==> src/design/tsl_pkg.sv <==
// Package for the transpose search list: action codes, field widths and the
// sequencer state type. No dependencies; tsl_if and transpose_search_list import it.
`default_nettype none

package tsl_pkg;

  // Widths of the fields carried on the channels
  localparam int unsigned ACTION_W   = 2;
  localparam int unsigned VALUE_W    = 32;
  localparam int unsigned POSITION_W = 6;
  localparam int unsigned COUNT_W    = 7;

  // Action codes
  localparam logic [ACTION_W-1:0] ACT_CLEAR  = 2'd0;
  localparam logic [ACTION_W-1:0] ACT_APPEND = 2'd1;
  localparam logic [ACTION_W-1:0] ACT_SEARCH = 2'd2;

  typedef enum logic [1:0] {
    S_IDLE,
    S_SCAN,
    S_SWAP,
    S_FIN
  } tsl_state_t;

endpackage

`default_nettype wire

==> src/design/tsl_if.sv <==
// Valid/ready channel interfaces for the transpose search list: the input
// word (action, value) and the result word. Depends on tsl_pkg.
`default_nettype none

interface tsl_in_if;
  import tsl_pkg::*;

  logic                       valid;
  logic                       ready;
  logic [ACTION_W-1:0]        action;
  logic signed [VALUE_W-1:0]  value;

  modport source (output valid, output action, output value, input ready);
  modport sink   (input valid, input action, input value, output ready);
endinterface

interface tsl_out_if;
  import tsl_pkg::*;

  logic                  valid;
  logic                  ready;
  logic                  found;
  logic                  swapped;
  logic [POSITION_W-1:0] position;
  logic [COUNT_W-1:0]    count;
  logic                  full_error;

  modport source (output valid, output found, output swapped, output position,
                  output count, output full_error, input ready);
  modport sink   (input valid, input found, input swapped, input position,
                  input count, input full_error, output ready);
endinterface

`default_nettype wire

==> src/design/tsl_ram.sv <==
// Generic single-write, single-read synchronous RAM with a registered read.
// No dependencies.
`default_nettype none

module tsl_ram #(
  parameter int unsigned WIDTH = 32,
  parameter int unsigned DEPTH = 64
) (
  input  wire logic                     clk,
  input  wire logic                     we,
  input  wire logic [$clog2(DEPTH)-1:0] waddr,
  input  wire logic [WIDTH-1:0]         wdata,
  input  wire logic [$clog2(DEPTH)-1:0] raddr,
  output logic      [WIDTH-1:0]         rdata
);

  logic [WIDTH-1:0] mem [DEPTH];

  always_ff @(posedge clk) begin
    if (we) begin
      mem[waddr] <= wdata;
    end
    rdata <= mem[raddr];
  end

endmodule

`default_nettype wire

==> src/design/transpose_search_list.sv <==
// Transpose search list: a list of up to DEPTH signed 32-bit entries held in
// one synchronous RAM (tsl_ram), driven by a read-modify-write sequencer.
//
// Each input word carries an action. Clear empties the list, append stores
// the value at the end (full_error is raised and the value dropped when the
// list already holds DEPTH entries), and search walks the list from the front
// for the first entry equal to the key. A hit that is not at the front trades
// places with the entry before it, so popular keys drift towards the front.
// Every input word produces exactly one result word carrying found, swapped,
// the position of the hit before the swap, the count after the word and
// full_error.
//
// Timing: clear, append and the unused action pass straight from idle to the
// result state. A search reads one entry per cycle through the RAM's single
// read port, and a hit that swaps passes through S_SWAP for the second write.
// The next word can be taken in the cycle after a result is loaded. in_ready
// is high whenever the sequencer is idle, even while the previous result
// still waits in the output register. A stalled receiver holds that result
// and, once the next word has finished, holds the sequencer until the output
// register empties.
//
// Reset clears the entry count and all control state; the RAM is not
// cleared, since no entry at or beyond the count is ever looked at.
// Depends on tsl_pkg, tsl_if and tsl_ram.
`default_nettype none

module transpose_search_list #(
  parameter int unsigned DEPTH = 64
) (
  input  wire logic clk,
  input  wire logic rst_n,
  tsl_in_if.sink    in_ch,
  tsl_out_if.source out_ch
);
  import tsl_pkg::*;

  localparam int unsigned AW = $clog2(DEPTH);
  localparam int unsigned CW = $clog2(DEPTH + 1);
  localparam logic [CW-1:0] DEPTH_C = CW'(DEPTH);

  tsl_state_t state_r, state_nxt;

  // Control state
  logic [CW-1:0] cnt_r, cnt_nxt;         // entries held
  logic [CW-1:0] rd_idx_r, rd_idx_nxt;   // next index to read during a scan
  logic          cmp_vld_r, cmp_vld_nxt; // RAM read data is due this cycle
  logic          out_valid_r, out_valid_nxt;

  // Datapath state
  logic [AW-1:0]         cmp_idx_r, cmp_idx_nxt;
  logic [VALUE_W-1:0]    prev_r, prev_nxt;  // entry just before the one compared
  logic [VALUE_W-1:0]    key_r, key_nxt;
  logic                  found_r, found_nxt;
  logic                  swapped_r, swapped_nxt;
  logic                  full_r, full_nxt;
  logic [AW-1:0]         pos_r, pos_nxt;
  logic                  o_found_r, o_found_nxt;
  logic                  o_swapped_r, o_swapped_nxt;
  logic [POSITION_W-1:0] o_pos_r, o_pos_nxt;
  logic [COUNT_W-1:0]    o_cnt_r, o_cnt_nxt;
  logic                  o_full_r, o_full_nxt;

  // RAM port
  logic               ram_we;
  logic [AW-1:0]      ram_waddr;
  logic [VALUE_W-1:0] ram_wdata;
  logic [AW-1:0]      ram_raddr;
  logic [VALUE_W-1:0] ram_rdata;

  logic slot_free;

  tsl_ram #(
    .WIDTH (VALUE_W),
    .DEPTH (DEPTH)
  ) u_ram (
    .clk   (clk),
    .we    (ram_we),
    .waddr (ram_waddr),
    .wdata (ram_wdata),
    .raddr (ram_raddr),
    .rdata (ram_rdata)
  );

  assign in_ch.ready       = (state_r == S_IDLE);
  assign out_ch.valid      = out_valid_r;
  assign out_ch.found      = o_found_r;
  assign out_ch.swapped    = o_swapped_r;
  assign out_ch.position   = o_pos_r;
  assign out_ch.count      = o_cnt_r;
  assign out_ch.full_error = o_full_r;

  // The output register can take a new result when empty or being drained.
  assign slot_free = !out_valid_r || out_ch.ready;

  // The read address follows the scan index; reads outside a scan are ignored.
  assign ram_raddr = rd_idx_r[AW-1:0];

  always_comb begin
    state_nxt     = state_r;
    cnt_nxt       = cnt_r;
    rd_idx_nxt    = rd_idx_r;
    cmp_vld_nxt   = cmp_vld_r;
    cmp_idx_nxt   = cmp_idx_r;
    prev_nxt      = prev_r;
    key_nxt       = key_r;
    found_nxt     = found_r;
    swapped_nxt   = swapped_r;
    full_nxt      = full_r;
    pos_nxt       = pos_r;
    out_valid_nxt = out_valid_r && !out_ch.ready;
    o_found_nxt   = o_found_r;
    o_swapped_nxt = o_swapped_r;
    o_pos_nxt     = o_pos_r;
    o_cnt_nxt     = o_cnt_r;
    o_full_nxt    = o_full_r;
    ram_we        = 1'b0;
    ram_waddr     = cnt_r[AW-1:0];
    ram_wdata     = in_ch.value;

    case (state_r)
      S_IDLE: begin
        if (in_ch.valid) begin
          key_nxt     = in_ch.value;
          found_nxt   = 1'b0;
          swapped_nxt = 1'b0;
          full_nxt    = 1'b0;
          pos_nxt     = '0;
          state_nxt   = S_FIN;
          case (in_ch.action)
            ACT_CLEAR: begin
              cnt_nxt = '0;
            end
            ACT_APPEND: begin
              if (cnt_r < DEPTH_C) begin
                ram_we  = 1'b1;
                cnt_nxt = cnt_r + CW'(1);
              end else begin
                full_nxt = 1'b1;
              end
            end
            ACT_SEARCH: begin
              rd_idx_nxt  = '0;
              cmp_vld_nxt = 1'b0;
              state_nxt   = S_SCAN;
            end
            default: begin
              // Unused code: state untouched, result carries the count only.
            end
          endcase
        end
      end

      S_SCAN: begin
        if (cmp_vld_r && (ram_rdata == key_r)) begin
          // First hit: stop issuing reads. A hit behind the front starts the
          // swap by moving the predecessor up into the hit's slot.
          found_nxt   = 1'b1;
          pos_nxt     = cmp_idx_r;
          cmp_vld_nxt = 1'b0;
          if (cmp_idx_r != '0) begin
            ram_we      = 1'b1;
            ram_waddr   = cmp_idx_r;
            ram_wdata   = prev_r;
            swapped_nxt = 1'b1;
            state_nxt   = S_SWAP;
          end else begin
            state_nxt = S_FIN;
          end
        end else begin
          if (cmp_vld_r) begin
            prev_nxt = ram_rdata;
          end
          if (rd_idx_r < cnt_r) begin
            cmp_vld_nxt = 1'b1;
            cmp_idx_nxt = rd_idx_r[AW-1:0];
            rd_idx_nxt  = rd_idx_r + CW'(1);
          end else begin
            cmp_vld_nxt = 1'b0;
            if (!cmp_vld_r) begin
              state_nxt = S_FIN;
            end
          end
        end
      end

      S_SWAP: begin
        // Second half of the swap: the key takes the predecessor's slot.
        ram_we    = 1'b1;
        ram_waddr = pos_r - AW'(1);
        ram_wdata = key_r;
        state_nxt = S_FIN;
      end

      S_FIN: begin
        if (slot_free) begin
          out_valid_nxt = 1'b1;
          o_found_nxt   = found_r;
          o_swapped_nxt = swapped_r;
          o_pos_nxt     = POSITION_W'(pos_r);
          o_cnt_nxt     = COUNT_W'(cnt_r);
          o_full_nxt    = full_r;
          state_nxt     = S_IDLE;
        end
      end

      default: begin
        state_nxt = S_IDLE;
      end
    endcase
  end

  always_ff @(posedge clk) begin
    if (!rst_n) begin
      state_r     <= S_IDLE;
      cnt_r       <= '0;
      rd_idx_r    <= '0;
      cmp_vld_r   <= 1'b0;
      out_valid_r <= 1'b0;
    end else begin
      state_r     <= state_nxt;
      cnt_r       <= cnt_nxt;
      rd_idx_r    <= rd_idx_nxt;
      cmp_vld_r   <= cmp_vld_nxt;
      out_valid_r <= out_valid_nxt;
    end
  end

  always_ff @(posedge clk) begin
    cmp_idx_r   <= cmp_idx_nxt;
    prev_r      <= prev_nxt;
    key_r       <= key_nxt;
    found_r     <= found_nxt;
    swapped_r   <= swapped_nxt;
    full_r      <= full_nxt;
    pos_r       <= pos_nxt;
    o_found_r   <= o_found_nxt;
    o_swapped_r <= o_swapped_nxt;
    o_pos_r     <= o_pos_nxt;
    o_cnt_r     <= o_cnt_nxt;
    o_full_r    <= o_full_nxt;
  end

endmodule

`default_nettype wire
==> src/flat_wrapper.sv <==
// flat-port wrapper written by rule: the top's interface ports become plain ports
module transpose_search_list_flat import tsl_pkg::*;
#(
  parameter int unsigned DEPTH = 64
)
  (clk, rst_n, in_ch_valid, in_ch_action, in_ch_value, in_ch_ready, out_ch_valid, out_ch_found, out_ch_swapped, out_ch_position, out_ch_count, out_ch_full_error, out_ch_ready);
  tsl_in_if in_ch_i ();
  tsl_out_if out_ch_i ();
  input  wire logic clk;
  input  wire logic rst_n;
  input wire logic [$bits(in_ch_i.valid)-1:0] in_ch_valid;
  input wire logic [$bits(in_ch_i.action)-1:0] in_ch_action;
  input wire logic [$bits(in_ch_i.value)-1:0] in_ch_value;
  output wire logic [$bits(in_ch_i.ready)-1:0] in_ch_ready;
  output wire logic [$bits(out_ch_i.valid)-1:0] out_ch_valid;
  output wire logic [$bits(out_ch_i.found)-1:0] out_ch_found;
  output wire logic [$bits(out_ch_i.swapped)-1:0] out_ch_swapped;
  output wire logic [$bits(out_ch_i.position)-1:0] out_ch_position;
  output wire logic [$bits(out_ch_i.count)-1:0] out_ch_count;
  output wire logic [$bits(out_ch_i.full_error)-1:0] out_ch_full_error;
  input wire logic [$bits(out_ch_i.ready)-1:0] out_ch_ready;
  assign in_ch_i.valid = in_ch_valid;
  assign in_ch_i.action = in_ch_action;
  assign in_ch_i.value = in_ch_value;
  assign in_ch_ready = in_ch_i.ready;
  assign out_ch_valid = out_ch_i.valid;
  assign out_ch_found = out_ch_i.found;
  assign out_ch_swapped = out_ch_i.swapped;
  assign out_ch_position = out_ch_i.position;
  assign out_ch_count = out_ch_i.count;
  assign out_ch_full_error = out_ch_i.full_error;
  assign out_ch_i.ready = out_ch_ready;
  transpose_search_list #(.DEPTH(DEPTH)) u_core (.clk(clk), .rst_n(rst_n), .in_ch(in_ch_i), .out_ch(out_ch_i));
endmodule
==> config.mk <==
export PLATFORM = sky130hd
export DESIGN_NAME = transpose_search_list_flat
export DESIGN_NICKNAME = d
export VERILOG_FILES = /design/src/design/tsl_pkg.sv /design/src/design/tsl_if.sv /design/src/design/tsl_ram.sv /design/src/design/transpose_search_list.sv /design/src/flat_wrapper.sv
export SDC_FILE = /design/constraint.sdc
export NUM_CORES = 2
export LEC_CHECK = 0
export BUFFER_PORTS_ARGS = -buffer_cell sky130_fd_sc_hd__buf_2
export CORE_MARGIN = 4
export CORE_UTILIZATION = 45
export DETAILED_ROUTE_END_ITERATION = 8
export MAX_ROUTING_LAYER = met4
export PLACE_DENSITY = 0.65
export REMOVE_ABC_BUFFERS = 1
export SLEW_MARGIN = 20
export SYNTH_ARGS = -nofsm -noshare
export SYNTH_HDL_FRONTEND = slang
export SYNTH_SLANG_ARGS = --single-unit
export TNS_END_PERCENT = 50
==> constraint.sdc <==
create_clock -name clk -period 13.01 [get_ports clk]
set_input_delay 1.301 -clock clk [delete_from_list [all_inputs] [get_ports clk]]
set_output_delay 1.301 -clock clk [all_outputs]
set_load 0.02 [all_outputs]
==> impl_metrics.py <==
metrics = {
    "min_path": {
        "holdCritPathClass": "flop to flop",
        "hold_path_depth": 0,
        "hold_end": "u_core.prev_r[9]",
        "hold_start": "u_core.u_ram.rdata[9]",
    },
    "clock_network": {
        "cts_setup_buffers": 0,
        "cts-hold-fix-buffers": 0,
        "cts_buffers": 207,
        "clockBufferDepth": 3,
        "cts_max_level": 4,
        "cts_resized": 0,
        "clock-root-buffer": "clkbuf_16",
        "clk_pin_slew_ps": 60,
        "clock_latency_ps": 830,
        "tritoncts": "built",
        "clkSinkCount": 2193,
    },
    "setup_path": {
        "critPathLaunchType": "flop",
        "path_buf_inv": 1,
        "critical_path_class": "flop to flop",
        "end_kind": "flop",
        "max_stage_delay_ps": 990,
        "crit_arrival_ps": 5590,
        "r2r_start": "u_core.key_r[30]",
        "rr_endpoint": "u_core.u_ram.mem[35][1]",
        "path_max_fanout": 18,
        "required_ps": 13510,
        "r2r_cells": 8,
        "crit_slowest_cell": "nor3_4",
        "ff2ff_setup_slack_ps": 7920,
        "crit_chain": "xor2_1, nor4_2, nand4_1, o41ai_4, a21oi_2, or4_1, nor3_4, buf_4",
        "cpLargestDelayFamily": "simple AND/OR/NAND/NOR gates",
    },
    "timing": {
        "drv_slew": 0,
        "max_freq_ghz": 0.1964,
        "fin_setup_tns_ps": 0,
        "fin_ws_ps": 7918,
        "finalHoldViolCount": 0,
        "worst_slew_pin_slew_ps": 1046,
        "rsz0062_at_grt": "false",
        "fin_skew_ps": 38.30,
        "finalSetupViolations": 0,
        "fin_crit_ps": 5092,
        "hold-worst-slack_ps": 452.8,
        "slew-limit-headroom_pct": 30.04,
        "period_share_pct": 39.14,
    },
    "power": {
        "peakVddDrop_uv": 158.0,
        "cellLeakagePower_nw": 28.51,
        "powerDensity_nw_per_um2": 186.9,
        "p_sw_mw": 4.637,
        "swShare_pct": 26.14,
        "comb_power_share_pct": 13.9,
        "p_seq_share_pct": 52.8,
        "power.share.clock_pct": 33.3,
        "intPower_mw": 13.10,
    },
    "die": {
        "core-area_um2": 185600,
        "dieWidth_um": 440.3,
        "die_y_um": 440.3,
        "start_util_pct": 45.30,
        "dieArea_um2": 193900,
        "rows": 158,
        "io_pins": 56,
    },
    "synth": {
        "async_flop_share_pct": 0,
        "ys_top_cells_by_area": "edfxtp_1, mux4_2, dfxtp_1",
        "synthXorXnorAreaFrac_pct": 0.4270,
        "yosysSeqAreaShare_pct": 77.71,
        "synth_edf_count": 2143,
        "avgSynthCellArea_um2": 24.46,
        "syn_area_um2": 84100,
        "synth_warnings": 0,
        "synth_top_area_share_pct": 76.52,
        "synth_top_family_by_area": "multiplexers",
        "synth_seq_cells": 2193,
        "synthMuxAreaShare_pct": 18.03,
        "synth_compound_area_share_pct": 1.278,
        "synth_flop_cell": "edfxtp_1",
        "synthSimpleGateAreaFrac_pct": 1.357,
        "synth.distinct_cells": 63,
        "yosys.area_share.adder_pct": 0.1934,
        "ys_top_cells_by_count": "edfxtp_1, mux4_2, clkbuf_1",
        "synthCells": 3438,
        "yosysMostFrequentCell": "edfxtp_1",
        "synth_area_leader_cell": "edfxtp_1",
    },
    "route": {
        "drtIter0Drc": 4905,
        "wl_per_cell_um": 31.83,
        "vias": 38310,
        "drc": 0,
        "antenna_left": 0,
        "wl_mm": 200.4,
        "viasPerCell": 6.083,
        "firstDrtPassIters": 6,
    },
    "grt": {
        "grt_start_max_net_pins": 106,
        "grt_pass1_vias": 38370,
        "grt_use_total_pct": 21.49,
        "grt_pass1_wl_mm": 286.7,
        "grt-ovfl-total": 0,
        "grt_antenna_before_repair": 23,
    },
    "placement": {
        "pre_cts_ws_ps": 7891,
        "place_hpwl_mm": 109.9,
        "place_congestion": 0.8689,
        "portBuffers": 55,
        "dp_cells": 5906,
    },
    "layout": {
        "fin_cells": 6297,
        "area_delta_synth_final_pct": 12.87,
        "nets": 3688,
        "layout-drive-gt1-share_pct": 33.40,
    },
    "status": {
        "status": "complete, no violations",
    },
    "run": {
        "cap_violations": 0,
    },
}
[power groups by stage]
stage	clock network [mW]	registers [mW]	logic, mW
3_5_place_dp	0	9.53	2.37
3_3_place_gp	0	9.52	2.27
2_1_floorplan	0	9.52	1.28
5_1_grt	6.34	9.37	2.64
6_report	5.92	9.36	2.46
4_1_cts	6.02	9.38	2.38
[per-stage QoR]
| step | area [um^2] | power (mW) | util, % |
|---|---|---|---|
| after CTS | 94730 | 17.78 | 51.03 |
| after global placement | 88070 | 11.79 | 47.44 |
| final | 94920 | 17.74 | 51.13 |
| after floorplan | 83310 | 10.80 | - |
| after global routing | 94910 | 18.35 | 51.13 |
| after detailed placement | 88070 | 11.90 | 47.45 |
[state kept, by name (all words and copies together) (netlist names), 2 cells and up]
| register | cells |
|---|---|
| u_core.out_ch.count | 7 |
| u_core.key_r | 32 |
| u_core.cmp_idx_r | 6 |
| u_core.state_r | 2 |
| u_core.u_ram.mem | 2048 |
| u_core.out_ch.position | 6 |
| u_core.cnt_r | 7 |
| u_core.prev_r | 32 |
| u_core.u_ram.rdata | 32 |
| u_core.pos_r | 6 |
| u_core.rd_idx_r | 7 |
[metal layers]
| metal | global-route usage [%] | up-vias | part of all wire (%) |
|---|---|---|---|
| met5 | - | - | 0 |
| met4 | 6.889 | 0 | 3.3 |
| met3 | 6.295 | 344 | 11 |
| met2 | 31.31 | 1880 | 46 |
| met1 | 29.45 | 20700 | 40 |
| li1 | - | 15390 | - |
[worst max path at each step]
stage / cells past startpoint / end / slack (ps) / start
2_1_floorplan: 0 / u_core.cmp_idx_r[0] / -10580 / u_core.rd_idx_r[0]
3_3_place_gp: 9 / u_core.u_ram.mem[35][21] / 8000 / u_core.state_r[0]
3_5_place_dp: 9 / u_core.u_ram.mem[35][31] / 7890 / u_core.state_r[0]
4_1_cts: 9 / u_core.u_ram.mem[35][1] / 7860 / u_core.state_r[0]
5_1_grt: 8 / u_core.u_ram.mem[35][7] / 7750 / u_core.key_r[30]
6_report: 8 / u_core.u_ram.mem[35][1] / 7920 / u_core.key_r[30]
[cell usage in the layout, fill, tap and decap left out, types with 24 or more instances in the layout]
cell | Yosys | final
edfxtp_1 | 2143 | 2143
mux4_2 | 672 | 672
clkbuf_16 | 0 | 209
buf_4 | 2 | 120
buf_2 | 16 | 55
clkbuf_1 | 118 | 46
dfxtp_1 | 50 | 44
clkinv_1 | 0 | 40
clkinv_2 | 0 | 39
nor3_2 | 29 | 35
a22o_1 | 65 | 33
xnor2_1 | 30 | 30
nor3_4 | 0 | 29
nor2_1 | 27 | 27
nand2_1 | 25 | 24
[area by class of cell]
cell class / instances / area (um^2)
Sequential cell: 2193 / 65370
Tap cell: 2480 / 3103
Clock inverter: 121 / 1161
Clock buffer: 262 / 5499
Fill cell: 14080 / 90710
Inverter: 14 / 52.55
Multi-Input combinational cell: 1043 / 18480
Timing Repair Buffer: 178 / 1236
Antenna cell: 6 / 15.01
[worst reg2reg max path: stages (launching register included)]
cell	delay (ps)
edfxtp_1	410
xor2_1	180
nor4_2	650
nand4_1	370
o41ai_4	540
a21oi_2	190
or4_1	970
nor3_4	1000
buf_4	450
[cell families (layout without fill, tap and decap cells)]
logic type / count (synthesis) / after routing
flip-flops: 2193 / 2193
multiplexers: 675 / 675
buffers and inverters: 202 / 575
AND/OR/NAND/NOR: 184 / 184
AO/OA/AOI/OAI: 130 / 130
XOR/XNOR: 41 / 41
adder cells (fa/ha/maj): 13 / 13
other: 0 / 6
Note: power is estimated with default switching activity, not from simulation.
